`config.mk`:
```
export PLATFORM = sky130hd
export DESIGN_NAME = grid_ray_march_column_render
export DESIGN_NICKNAME = d
export VERILOG_FILES = /design/src/hw/rtl/grmcr_pkg.sv /design/src/hw/rtl/grid_ray_march_column_render.sv
export VERILOG_INCLUDE_DIRS = /design/src /design/src/hw/rtl
export SDC_FILE = /design/constraint.sdc
export NUM_CORES = 2
export LEC_CHECK = 0
export ABC_AREA = 1
export CAP_MARGIN = 20
export CELL_PAD_IN_SITES_DETAIL_PLACEMENT = 1
export CELL_PAD_IN_SITES_GLOBAL_PLACEMENT = 2
export CORE_MARGIN = 1.5
export CORE_UTILIZATION = 41
export DETAILED_ROUTE_END_ITERATION = 16
export DONT_BUFFER_PORTS = 1
export HOLD_SLACK_MARGIN = 0.1
export PLACE_DENSITY_LB_ADDON = 0.1
export SLEW_MARGIN = 0
export SYNTH_ARGS = -nofsm -noshare
export SYNTH_HDL_FRONTEND = slang
export SYNTH_SLANG_ARGS = --single-unit
```
`constraint.sdc`:
```
create_clock -name clock -period 7.9 [get_ports clock]
set_clock_uncertainty 0.2 [all_clocks]
set_input_delay 1.185 -clock clock [delete_from_list [all_inputs] [get_ports clock]]
set_output_delay 1.185 -clock clock [all_outputs]
set_load 0.05 [all_outputs]
```
`src/hw/rtl/grid_ray_march_column_render_macros.svh`:
```
// Assertion macros for the grid ray march column renderer.
// Needs a clock named clock and a reset named reset in the including module.
`ifndef GRID_RAY_MARCH_COLUMN_RENDER_MACROS_SVH
`define GRID_RAY_MARCH_COLUMN_RENDER_MACROS_SVH

// Same-cycle implication, disabled during reset.
`define GRMCR_ASSERT_NOW(label, ante, cons) \
   label: assert property (@(posedge clock) disable iff (reset) (ante) |-> (cons)) \
      else $error("grmcr: same-cycle check failed");

// Next-cycle implication, disabled during reset.
`define GRMCR_ASSERT_NEXT(label, ante, cons) \
   label: assert property (@(posedge clock) disable iff (reset) (ante) |=> (cons)) \
      else $error("grmcr: next-cycle check failed");

`endif

```
`src/hw/rtl/grmcr_pkg.sv`:
```
// Package for the grid ray march column renderer: screen and step limits, sequencer states,
// cell kinds, glyph codes and register addresses. No dependencies.
package grmcr_pkg;

   localparam int unsigned SCREEN_ROWS = 40;
   localparam int unsigned MAX_STEPS   = 160;

   localparam logic [1:0] KIND_EMPTY = 2'd0;
   localparam logic [1:0] KIND_WALL  = 2'd1;
   localparam logic [1:0] KIND_WATER = 2'd2;
   localparam logic [1:0] KIND_SPARE = 2'd3;

   localparam logic [6:0] GLYPH_SPACE = 7'h20;
   localparam logic [6:0] GLYPH_HASH  = 7'h23;
   localparam logic [6:0] GLYPH_DOT   = 7'h2E;
   localparam logic [6:0] GLYPH_DASH  = 7'h2D;
   localparam logic [6:0] GLYPH_X     = 7'h78;
   localparam logic [6:0] GLYPH_TILDE = 7'h7E;
   localparam logic [6:0] GLYPH_NONE  = 7'h00;

   localparam logic [2:0] CSR_PLAYER_X = 3'd0;
   localparam logic [2:0] CSR_PLAYER_Y = 3'd4;

   typedef enum logic [3:0] {
      ST_IDLE,
      ST_MSTEP,
      ST_MWAIT,
      ST_MCHK,
      ST_NC,
      ST_NCFIN,
      ST_ROW,
      ST_WALL,
      ST_FMUL,
      ST_FNEG,
      ST_FDY,
      ST_FRD,
      ST_FWAIT,
      ST_FCHK,
      ST_DIV,
      ST_OUT
   } state_type;

endpackage

```
`src/hw/rtl/grid_ray_march_column_render.sv`:
```
// A cast marches the ray in 0.1-unit steps (up to MAX_STEPS), each through the
// states MSTEP, MWAIT and MCHK, then does the horizon division, then each row: one
// shared restoring divider serves every row division. Requests are taken only while
// idle, one word at a time; a map word is stored when taken, a cast gives 40 words.
// Reset (synchronous, active high) clears the sequencer and player registers;
// the map store is not cleared and must be written before any cast.
`include "grid_ray_march_column_render_macros.svh"

module grid_ray_march_column_render
   import grmcr_pkg::*;
(
   input  logic        clock,
   input  logic        reset,
   input  logic        req_tvalid,
   output logic        req_tready,
   // dir_x[15:0], dir_y[31:16], cell_index[39:32], cell_kind[41:40], zero pad
   input  logic [47:0] req_tdata,
   // mode[0]
   input  logic [0:0]  req_tuser,
   output logic        rsp_tvalid,
   input  logic        rsp_tready,
   // row[5:0], glyph[12:6], zero pad
   output logic [15:0] rsp_tdata,
   // write[0]
   output logic [0:0]  rsp_tuser,
   output logic        rsp_tlast,
   input  logic        csr_psel,
   input  logic        csr_penable,
   input  logic        csr_pwrite,
   input  logic [2:0]  csr_paddr,
   input  logic [31:0] csr_pwdata,
   output logic [31:0] csr_prdata,
   output logic        csr_pready
);

   state_type state_ff, state_in;
   state_type ret_ff, ret_in;

   logic [15:0]        px_ff, py_ff;
   logic signed [15:0] dx_ff, dx_in, dy_ff, dy_in;
   logic signed [23:0] ax_ff, ax_in, ay_ff, ay_in;
   logic [7:0]         k_ff, k_in;
   logic [7:0]         d_ff, d_in;
   logic signed [9:0]  nc_ff, nc_in;
   logic [5:0]         y_ff, y_in;
   logic signed [24:0] nx_ff, nx_in, ny_ff, ny_in;
   logic [3:0]         cx_ff, cx_in;
   logic [12:0]        dnum_ff, dnum_in;
   logic [9:0]         dden_ff, dden_in;
   logic [10:0]        drem_ff, drem_in;
   logic [3:0]         dcnt_ff, dcnt_in;
   logic [6:0]         glyph_ff, glyph_in;
   logic               wr_ff, wr_in;
   logic [7:0]         rd_addr_ff, rd_addr_in;
   logic [1:0]         map_q_ff;
   logic [1:0]         map_mem [0:255];

   logic req_fire, csr_wr;

   // The ray position is held as 40 times the Q4.12 value so that one map unit
   // is 163840 = 5 * 2^15; the cell is the position shifted by 15, divided by 5.
   typedef struct packed {
      logic       out;
      logic [3:0] idx;
   } cell_type;

   function automatic cell_type cell_of(input logic signed [23:0] a);
      cell_type   c;
      logic [15:0] prod;
      logic [5:0]  q;
      c    = '0;
      prod = 16'(a[22:15]) * 16'd205;
      q    = prod[15:10];
      if (a[23]) begin
         c.out = (a <= -24'sd163840);
      end else begin
         c.out = (q >= 6'd16);
         c.idx = q[3:0];
      end
      return c;
   endfunction

   cell_type cell_x, cell_y;
   assign cell_x = cell_of(ax_ff);
   assign cell_y = cell_of(ay_ff);

   // Shared divider step.
   logic [10:0] div_shift;
   logic        div_take;
   assign div_shift = {drem_ff[9:0], dnum_ff[12]};
   assign div_take  = (div_shift >= {1'b0, dden_ff});

   // Horizon terms.
   logic signed [8:0] dm;
   logic [7:0]        dmag;
   logic signed [9:0] ys, nf, ymn;
   logic signed [10:0] span;
   assign dm   = $signed({1'b0, d_ff}) - 9'sd20;
   assign dmag = dm[8] ? 8'(-dm) : dm[7:0];
   assign ys   = $signed({4'd0, y_ff});
   assign nf   = 10'sd40 - nc_ff;
   assign ymn  = ys - nc_ff;
   assign span = 11'sd40 - ($signed({nc_ff[9], nc_ff}) <<< 1);

   // Texture column: (d*8/10) mod 8 as (4d*205 >> 10) mod 8.
   logic [17:0] tx_prod;
   logic [2:0]  tx;
   assign tx_prod = 18'({d_ff, 2'b00}) * 18'd205;
   assign tx      = tx_prod[12:10];

   // Floor terms: q = 2y - 40, den = q * 2^14.
   logic [5:0]         fq;
   logic [6:0]         fq_w;
   logic signed [24:0] fden, dxe, dye, nx_neg, ny_neg;
   logic signed [27:0] tex_x, tex_y;
   logic [21:0]        pxq, pyq;
   assign fq_w   = {y_ff, 1'b0} - 7'd40;
   assign fq     = fq_w[5:0];
   assign fden   = $signed({5'd0, fq, 14'd0});
   assign pxq    = 22'(px_ff) * 22'(fq);
   assign pyq    = 22'(py_ff) * 22'(fq);
   assign dxe    = $signed({{9{dx_ff[15]}}, dx_ff});
   assign dye    = $signed({{9{dy_ff[15]}}, dy_ff});
   assign nx_neg = nx_ff + fden;
   assign ny_neg = ny_ff + fden;
   assign tex_x  = ($signed({{3{nx_ff[24]}}, nx_ff}) <<< 3) + $signed({3'd0, fden});
   assign tex_y  = ($signed({{3{ny_ff[24]}}, ny_ff}) <<< 3) + $signed({3'd0, fden});

   // Floor shading by SCREEN_ROWS minus the row number.
   logic [5:0] fdist;
   logic [6:0] shade;
   assign fdist = 6'(SCREEN_ROWS) - y_ff;
   always_comb begin
      if ((9'(fdist) << 3) < 9'd40) begin
         shade = GLYPH_HASH;
      end else if ((9'(fdist) << 2) < 9'd40) begin
         shade = GLYPH_X;
      end else if ((9'(fdist) << 3) < 9'd120) begin
         shade = GLYPH_DOT;
      end else if (10'(fdist) * 10'd20 < 10'd360) begin
         shade = GLYPH_DASH;
      end else begin
         shade = GLYPH_SPACE;
      end
   end

   assign req_fire   = req_tvalid && req_tready;
   assign req_tready = (state_ff == ST_IDLE);
   assign csr_wr     = csr_psel && csr_penable && csr_pwrite && csr_pready;
   assign csr_pready = 1'b1;
   assign csr_prdata = csr_paddr[2] ? {16'd0, py_ff} : {16'd0, px_ff};

   assign rsp_tvalid = (state_ff == ST_OUT);
   assign rsp_tdata  = {3'd0, glyph_ff, y_ff};
   assign rsp_tuser  = wr_ff;
   assign rsp_tlast  = (y_ff == 6'(SCREEN_ROWS - 1));

   // Next state.
   always_comb begin
      state_in = state_ff;
      unique case (state_ff)
         ST_IDLE: begin
            if (req_fire && !req_tuser[0]) begin
               state_in = ST_MSTEP;
            end
         end
         ST_MSTEP: begin
            state_in = (cell_x.out || cell_y.out) ? ST_NC : ST_MWAIT;
         end
         ST_MWAIT: state_in = ST_MCHK;
         ST_MCHK: begin
            if (map_q_ff == KIND_WALL || k_ff == 8'(MAX_STEPS)) begin
               state_in = ST_NC;
            end else begin
               state_in = ST_MSTEP;
            end
         end
         ST_NC:    state_in = ST_DIV;
         ST_NCFIN: state_in = ST_ROW;
         ST_ROW: begin
            if (ys <= nc_ff) begin
               state_in = ST_OUT;
            end else if (ys <= nf) begin
               state_in = ST_DIV;
            end else begin
               state_in = ST_FMUL;
            end
         end
         ST_WALL: state_in = ST_OUT;
         ST_FMUL: state_in = ST_FNEG;
         ST_FNEG: begin
            state_in = (nx_neg <= 0 || ny_neg <= 0) ? ST_OUT : ST_DIV;
         end
         ST_FDY:   state_in = ST_DIV;
         ST_FRD:   state_in = ST_FWAIT;
         ST_FWAIT: state_in = ST_FCHK;
         ST_FCHK:  state_in = ST_OUT;
         ST_DIV: begin
            if (dcnt_ff == 4'd0) begin
               state_in = ret_ff;
            end
         end
         ST_OUT: begin
            if (rsp_tready) begin
               state_in = rsp_tlast ? ST_IDLE : ST_ROW;
            end
         end
         default: state_in = ST_IDLE;
      endcase
   end

   // Datapath and output values.
   always_comb begin
      ret_in     = ret_ff;
      dx_in      = dx_ff;
      dy_in      = dy_ff;
      ax_in      = ax_ff;
      ay_in      = ay_ff;
      k_in       = k_ff;
      d_in       = d_ff;
      nc_in      = nc_ff;
      y_in       = y_ff;
      nx_in      = nx_ff;
      ny_in      = ny_ff;
      cx_in      = cx_ff;
      dnum_in    = dnum_ff;
      dden_in    = dden_ff;
      drem_in    = drem_ff;
      dcnt_in    = dcnt_ff;
      glyph_in   = glyph_ff;
      wr_in      = wr_ff;
      rd_addr_in = rd_addr_ff;
      unique case (state_ff)
         ST_IDLE: begin
            dx_in = $signed(req_tdata[15:0]);
            dy_in = $signed(req_tdata[31:16]);
            ax_in = $signed(({8'd0, px_ff} << 5) + ({8'd0, px_ff} << 3))
                    + $signed({{8{req_tdata[15]}}, req_tdata[15:0]});
            ay_in = $signed(({8'd0, py_ff} << 5) + ({8'd0, py_ff} << 3))
                    + $signed({{8{req_tdata[31]}}, req_tdata[31:16]});
            k_in  = 8'd1;
         end
         ST_MSTEP: begin
            d_in       = 8'(MAX_STEPS);
            rd_addr_in = {cell_x.idx, cell_y.idx};
         end
         ST_MCHK: begin
            if (map_q_ff == KIND_WALL) begin
               d_in = k_ff;
            end
            k_in  = k_ff + 8'd1;
            ax_in = ax_ff + $signed({{8{dx_ff[15]}}, dx_ff});
            ay_in = ay_ff + $signed({{8{dy_ff[15]}}, dy_ff});
         end
         ST_NC: begin
            dnum_in = 13'(dmag) * 13'd40;
            dden_in = {1'b0, d_ff, 1'b0};
            drem_in = '0;
            dcnt_in = 4'd12;
            ret_in  = ST_NCFIN;
         end
         ST_NCFIN: begin
            nc_in = dm[8] ? -$signed({1'b0, dnum_ff[8:0]}) : $signed({1'b0, dnum_ff[8:0]});
            y_in  = '0;
         end
         ST_ROW: begin
            glyph_in = GLYPH_SPACE;
            wr_in    = 1'b1;
            dnum_in  = {ymn[9:0], 3'b000};
            dden_in  = span[9:0];
            drem_in  = '0;
            dcnt_in  = 4'd12;
            ret_in   = ST_WALL;
         end
         ST_WALL: begin
            if (dnum_ff >= 13'd8) begin
               glyph_in = GLYPH_SPACE;
            end else if (dnum_ff == 13'd0 || dnum_ff == 13'd7 || tx == 3'd0 || tx == 3'd7) begin
               glyph_in = GLYPH_HASH;
            end else begin
               glyph_in = GLYPH_DOT;
            end
         end
         ST_FMUL: begin
            nx_in = $signed({1'b0, pxq, 2'b00}) + (dxe <<< 5) + (dxe <<< 3);
            ny_in = $signed({1'b0, pyq, 2'b00}) + (dye <<< 5) + (dye <<< 3);
         end
         ST_FNEG: begin
            glyph_in = GLYPH_NONE;
            wr_in    = 1'b0;
            dnum_in  = nx_ff[24] ? 13'd0 : 13'(nx_ff[23:14]);
            dden_in  = 10'(fq);
            drem_in  = '0;
            dcnt_in  = 4'd12;
            ret_in   = ST_FDY;
         end
         ST_FDY: begin
            cx_in   = dnum_ff[3:0];
            dnum_in = ny_ff[24] ? 13'd0 : 13'(ny_ff[23:14]);
            dden_in = 10'(fq);
            drem_in = '0;
            dcnt_in = 4'd12;
            ret_in  = ST_FRD;
         end
         ST_FRD: begin
            rd_addr_in = {cx_ff, dnum_ff[3:0]};
         end
         ST_FCHK: begin
            if (map_q_ff == KIND_WATER) begin
               if (tex_x <= 0 || tex_y <= 0) begin
                  glyph_in = GLYPH_NONE;
                  wr_in    = 1'b0;
               end else begin
                  glyph_in = GLYPH_TILDE;
                  wr_in    = 1'b1;
               end
            end else begin
               glyph_in = shade;
               wr_in    = 1'b1;
            end
         end
         ST_DIV: begin
            drem_in = div_take ? (div_shift - {1'b0, dden_ff}) : div_shift;
            dnum_in = {dnum_ff[11:0], div_take};
            dcnt_in = dcnt_ff - 4'd1;
         end
         ST_OUT: begin
            if (rsp_tready) begin
               y_in = y_ff + 6'd1;
            end
         end
         default: ;
      endcase
   end

   always_ff @(posedge clock) begin
      if (reset) begin
         state_ff <= ST_IDLE;
         ret_ff   <= ST_IDLE;
         px_ff    <= '0;
         py_ff    <= '0;
      end else begin
         state_ff <= state_in;
         ret_ff   <= ret_in;
         if (csr_wr && csr_paddr[2] == CSR_PLAYER_X[2]) begin
            px_ff <= csr_pwdata[15:0];
         end
         if (csr_wr && csr_paddr[2] == CSR_PLAYER_Y[2]) begin
            py_ff <= csr_pwdata[15:0];
         end
      end
   end

   always_ff @(posedge clock) begin
      dx_ff      <= dx_in;
      dy_ff      <= dy_in;
      ax_ff      <= ax_in;
      ay_ff      <= ay_in;
      k_ff       <= k_in;
      d_ff       <= d_in;
      nc_ff      <= nc_in;
      y_ff       <= y_in;
      nx_ff      <= nx_in;
      ny_ff      <= ny_in;
      cx_ff      <= cx_in;
      dnum_ff    <= dnum_in;
      dden_ff    <= dden_in;
      drem_ff    <= drem_in;
      dcnt_ff    <= dcnt_in;
      glyph_ff   <= glyph_in;
      wr_ff      <= wr_in;
      rd_addr_ff <= rd_addr_in;
   end

   // Map store: one write port for map words, one registered read port.
   always_ff @(posedge clock) begin
      if (req_fire && req_tuser[0]) begin
         map_mem[req_tdata[39:32]] <= req_tdata[41:40];
      end
      map_q_ff <= map_mem[rd_addr_ff];
   end

   `GRMCR_ASSERT_NOW(a_idle_no_result, req_tready, !rsp_tvalid)
   `GRMCR_ASSERT_NOW(a_div_nonzero, state_ff == ST_DIV, dden_ff != 10'd0)
   `GRMCR_ASSERT_NEXT(a_last_to_idle, rsp_tvalid && rsp_tready && rsp_tlast, req_tready)

endmodule

```
-- Yosys cells after proc, flatten, opt, wreduce, memory -nomap -nowiden
Memories as Yosys holds them, arrays and structs flattened. A register that Yosys moved wholly into a read port is not among the register bits.
Cells that the tools add are included.
- add/subtract/negate cells: 26
- multiply operators: 7
- div/mod/pow operators: 0
- magnitude comparators: 16
- equal/unequal tests: 25
- shift operators: 0
- mux-type cells: 47
- bitwise operators: 1
- reductions and logical operators: 36
- operators with widths (kind ; count):
    25-bit by 21-bit adder with 25-bit output ; 4
    24-bit one-hot mux with 2 select lines ; 2
    13-bit one-hot mux with 5 select lines ; 1
    28-bit by 21-bit adder with 28-bit output ; 2
    28-bit by 1-bit <= comparator with 1-bit output (second input constant) ; 2
    4-bit one-hot mux with 14 select lines ; 1
    25-bit by 19-bit adder with 25-bit output ; 2
    25-bit by 1-bit <= comparator with 1-bit output (second input constant) ; 2
    23-bit by 16-bit adder with 24-bit output ; 2
    24-bit by 16-bit adder with 24-bit output ; 2
    24-bit by 19-bit <= comparator with 1-bit output (second input constant) ; 2
    8-bit one-hot mux with 2 select lines ; 3
    21-bit by 19-bit adder with 22-bit output ; 2
    16-bit by 6-bit multiplier with 22-bit output ; 2
    7-bit 2-to-1 mux ; 5
    4-bit == test (second input constant) ; 8
    8-bit by 8-bit multiplier with 16-bit output (second input constant) ; 2
    4-bit 2-to-1 mux ; 8
    10-bit 2-to-1 mux ; 3
    10-bit one-hot mux with 3 select lines ; 1
    7-bit one-hot mux with 4 select lines ; 1
    7-bit by 10-bit <= comparator with 1-bit output ; 2
    10-bit one-hot mux with 2 select lines ; 1
    7-bit by 10-bit subtractor with 10-bit output (first input constant) ; 2
    56 further kinds ; 96
- register bits after elaboration: 259
- latch bits: 0
- RAM bits: 512
- memory bits (read-only): 0
- input port bits: 91
- logic and storage cells: 182
- memories: 1
- memories (name ; depth ; width ; rd ports ; clocked after Yosys merged registers in ; write ports ; RTL line ; source):
    map_mem ; 256 ; 2 ; 1 ; 1 ; 1 ; grid_ray_march_column_render.sv:56 ; logic [1:0] map_mem [0:255];

-- Depth between registers and ports, before layout
- depth after elaboration: 9
- depth in mapped cells: 32
- mapped depth without buffers: 30

-- Worst setup path before layout
No wires, ideal clock.
- path kind: register to register
- from: reg y_ff[2]
- to: reg ny_ff[24], data pin
- arrival: 7.147 ns
- required time: 7.442 ns
- path slack: 0.295 ns
- cell stages (with the launch flop): 32
- period minus slack after synthesis: 7.605 ns
- cells stage by stage: edfxtp_1 > inv_1 > clkbuf_1 > ha_1 > or2_2 > nand2_1 > clkbuf_1 > nor2_1 > fa_1 > inv_1 > fa_1 > fa_1 > inv_1 > ha_1 > a21oi_1 > nand2_1 > a21oi_1 > o21ai_0 > a21o_1 > a21oi_1 > o21ai_0 > xor2_1 > fa_1 > ha_1 > nand2_1 > nor4_1 > nand4_1 > nand3_1 > a21oi_1 > nor2_1 > nor2_1 > xnor2_1
- word-level cells in the longest chain between the ends: 4
- ends and longest elaborated chain (element ; RTL line ; source):
    start, declared ; grid_ray_march_column_render.sv:45 ; logic [5:0] y_ff, y_in;
    start signal, assigned ; grid_ray_march_column_render.sv:362 ; y_ff <= y_in;
    6-bit subtractor ; grid_ray_march_column_render.sv:117 ; assign fq_w = {y_ff, 1'b0} - 7'd40;
    16-bit by 6-bit multiplier with 22-bit output ; grid_ray_march_column_render.sv:121 ; assign pyq = 22'(py_ff) * 22'(fq);
    25-bit by 21-bit adder with 25-bit output ; grid_ray_march_column_render.sv:286 ; ny_in = $signed({1'b0, pyq, 2'b00}) + (dye <<< 5) + (dye <<< 3);
    25-bit by 19-bit adder with 25-bit output ; grid_ray_march_column_render.sv:286 ;
    end signal, assigned ; grid_ray_march_column_render.sv:364 ; ny_ff <= ny_in;
    end, declared ; grid_ray_march_column_render.sv:46 ; logic signed [24:0] nx_ff, nx_in, ny_ff, ny_in;
Every way passes these cells.
A chain may end at the register's enable or synchronous reset.

-- Worst setup path after layout
- from: reg y_ff[3]
- to: reg nx_ff[24], data pin
- word-level cells in the longest chain between the ends: 4
- ends and longest elaborated chain (element ; RTL line ; source):
    6-bit subtractor ; grid_ray_march_column_render.sv:117 ;
    16-bit by 6-bit multiplier with 22-bit output ; grid_ray_march_column_render.sv:120 ; assign pxq = 22'(px_ff) * 22'(fq);
    25-bit by 21-bit adder with 25-bit output ; grid_ray_march_column_render.sv:285 ; nx_in = $signed({1'b0, pxq, 2'b00}) + (dxe <<< 5) + (dxe <<< 3);
    25-bit by 19-bit adder with 25-bit output ; grid_ray_march_column_render.sv:285 ;
    end signal, assigned ; grid_ray_march_column_render.sv:363 ; nx_ff <= nx_in;
    end, declared ; grid_ray_march_column_render.sv:46 ;
Every way passes these cells.

==> flow_metrics.env <==
export IMPL_seq_area_frac_synth=0.434
export IMPL_combPwrFrac=0.578
export IMPL_cp_max_fo=14
export IMPL_nNetsFinal=6500
export IMPL_drive_above_1_share=0.0435
export IMPL_startpoint="y_ff[3]"
export IMPL_hold_class="flop to flop"
export IMPL_final_cells=7535
export IMPL_ys_warn_count=0
export IMPL_die_area_sq_mm=0.129
export IMPL_synth_flop_cell="edfxtp_1"
export IMPL_coreArea_sq_mm=0.126
export IMPL_place_congestion=0.833
export IMPL_drtPass1Iterations=5
export IMPL_seqPwrFrac=0.245
export IMPL_max_clock_path_buffers=3
export IMPL_area_delta_synth_final_pct=8.88
export IMPL_cts_buffers_inserted=90
export IMPL_routed_wl_mm=161
export IMPL_p_leak_nw=23.9
export IMPL_initialDrtViolationCount=2140
export IMPL_setup_viol_count_final=0
export IMPL_place_hpwl_mm=117
export IMPL_slowest_stage="fa_1"
export IMPL_critical_path_class="flop to flop"
export IMPL_rows=130
export IMPL_multi_input_area_sq_mm=0.0255
export IMPL_grt_pass1_wl_mm=247
export IMPL_rsz0062_at_grt="false"
export IMPL_fin_crit_ns=7.42
export IMPL_worst_ep_required_time_ns=8.12
export IMPL_ir_drop_v=0.000338
export IMPL_track_usage=0.248
export IMPL_place_inst=7365
export IMPL_finalHoldViolations=0
export IMPL_register_area_sq_mm=0.0226
export IMPL_finalSetupTns_ns=0
export IMPL_grt_start_max_net_pins=257
export IMPL_ios=144
export IMPL_cpPeakStageDelay_ns=0.55
export IMPL_min_path_cells=2
export IMPL_arrival_ns=7.64
export IMPL_synth_area_sq_mm=0.0519
export IMPL_post_cts_setup_buffers=0
export IMPL_tightest_slew_ns=1.09
export IMPL_drv_cap=0
export IMPL_clkLatencyLatePin_ns=0.70
export IMPL_initial_core_util=0.413
export IMPL_regToRegStartpoint="y_ff[3]"
export IMPL_netlist_instances=5844
export IMPL_status="finished, final reports clean"
export IMPL_grt_ovfl_total=0
export IMPL_portBuffers=0
export IMPL_worst_hold_startpoint="ret_ff[1]"
export IMPL_drv_slew=0
export IMPL_cts_sinks=765
export IMPL_cts_tree="yes"
export IMPL_ant_nets=0
export IMPL_crit_path_end_kind="flop"
export IMPL_grt_pass1_vias=42109
export IMPL_synth_distinct_cells=52
export IMPL_cts_root_buffer="clkbuf_16"
export IMPL_internal_power_mw=12.1
export IMPL_relSlewSlack=0.271
export IMPL_reg2regPathDepth=29
export IMPL_clkTransAtPathRegs_ns=0.06
export IMPL_p_clk_frac=0.177
export IMPL_post_drt_wl_per_cell_microns=21.4
export IMPL_fp_dieH_microns=359
export IMPL_max_freq_ghz=0.135
export IMPL_worst_r2r_endpoint="nx_ff[24]"
export IMPL_p_per_area_mw_per_mm2=407
export IMPL_start_kind="flop"
export IMPL_syn_avg_cell_area_sq_um=8.88
export IMPL_yosys_register_bits=765
export IMPL_fillers=14652
export IMPL_async_reset_ff_frac=0
export IMPL_num_vias=40668
export IMPL_fin_crit_sh=0.940
export IMPL_p_switching_mw=11.0
export IMPL_hold_path_end="ret_ff[1]"
export IMPL_htree_levels=3
export IMPL_die_w_microns=359
export IMPL_swShare=0.476
export IMPL_synth_edff_count=723
export IMPL_antenna_found_initial=3
export IMPL_drc=0
export IMPL_rrSetupSlack_ns=0.48
export IMPL_vias_per_cell=5.40
==> flip-flops by register name, indices dropped and copies added (netlist names), 6 cells and up <==
name and count:
ny_ff 22, glyph_ff 6, dden_ff 9, map_mem 512, nc_ff 10, k_ff 8, dnum_ff 13, px_ff 16
drem_ff 10, dy_ff 16, dx_ff 16, py_ff 16, nx_ff 22, ay_ff 24, ax_ff 24, rd_addr_ff 8
d_ff 8, y_ff 6
==> cell families (layout without fill, tap and decap cells) <==
group	count (synthesis)	count (layout)	synth area share
compound gates	1179	1179	0.124
xor+xnor	182	182	0.0307
fa+ha+maj	600	600	0.168
buf+inv	1010	1031	0.0768
flops	765	765	0.434
other cells	2	22	0.000145
simple gates	2106	2106	0.165
==> final cells by class <==
cell class	instances	area share
Timing Repair Buffer	64	0.00976
Tap cell	1650	0.0365
Clock inverter	58	0.00934
Multi-Input combinational cell	4087	0.451
Antenna cell	2	0.0000886
Sequential cell	765	0.399
Clock buffer	108	0.0410
Inverter	801	0.0534
==> cells in the mapped netlist, types with 112 or more instances <==
library cell  number  share of area
clkbuf_1         112         0.0081
ha_1             437           0.11
fa_1             163          0.063
nor2_1           828          0.060
xor2_1           120          0.020
inv_1            789          0.057
nand3_1          219          0.021
edfxtp_1         723           0.42
o22ai_1          139          0.017
o21ai_0          494          0.048
a21oi_1          354          0.034
nand2_1          895          0.065
==> critical path, delay by kind of cell (launching register included) <==
kind,cells,cell delay [ns]
DFF,1,0.36
xor gates and xnor gates,2,0.25
and+or+nand+nor,6,0.85
buffers and inverters,6,0.84
adders and majority gates,7,3.01
AOI/OAI and AO/OA,8,1.63
==> metrics by stage <==
step / power [mW] / hold slack (ns) / util / setup WS (ns) / instance area (sq um)
3_3_place_gp: 18.8 / 0.249 / 0.427 / 0.269 / 53600
3_5_place_dp: 19.1 / 0.257 / 0.427 / 0.246 / 53600
6_report: 23.0 / 0.262 / 0.450 / 0.475 / 56500
2_1_floorplan: 15.1 / 0.235 / - / 0.295 / 52000
5_1_grt: 25.1 / 0.291 / 0.450 / 0.0478 / 56500
4_1_cts: 23.3 / 0.266 / 0.450 / 0.205 / 56500
==> power by group through the flow <==
stage | Sequential [mW] | Combinational (mW) | Clock [mW]
floorplan | 5.51 | 9.55 | 0
global placement | 5.73 | 13.1 | 0
detailed placement | 5.74 | 13.4 | 0
CTS | 5.66 | 13.5 | 4.15
global route | 5.69 | 15.2 | 4.30
finish | 5.64 | 13.3 | 4.07
==> repair_timing <==
item,in CTS,in global routing
gates resized for setup,0,6
setup endpoints to repair,0,5
hold buffers,0,0
==> cell usage in the layout (no fill, tap or decap), drive strengths merged, types with 18 or more instances in the layout <==
master  Yosys  routed
clkbuf    112     109
xor2      120     120
nor2      834     834
a21o       26      26
inv       800     803
edfxtp    723     723
buf        97      63
conb        2      20
dfxtp      42      42
nand3     219     219
nor3       43      43
o22ai     139     139
nand4      44      44
o21ai     538     538
fa        163     163
clkinv      1      46
o211ai     21      21
a31oi      18      18
xnor2      62      62
ha        437     437
o21bai     28      28
nand2     912     912
nor4       26      26
a21oi     354     354
==> routing by layer <==
metal  vias up  track usage  part of all wire
met3       200       0.0287             0.040
met2       675        0.428              0.48
li1      19661            -                 -
met1     20128        0.325              0.45
met4         4       0.0738             0.027
met5         -            0           0.00022
==> how the worst max path moves through the flow <==
stage,to,slack [ns],depth (start not counted)
after floorplan,ny_ff[24],0.30,31
after global routing,nx_ff[24],0.05,31
final,nx_ff[24],0.48,29
after global placement,nx_ff[24],0.27,31
after CTS,nx_ff[24],0.21,31
after detailed placement,nx_ff[24],0.25,31
No activity file was read; power rests on OpenSTA's default activity.
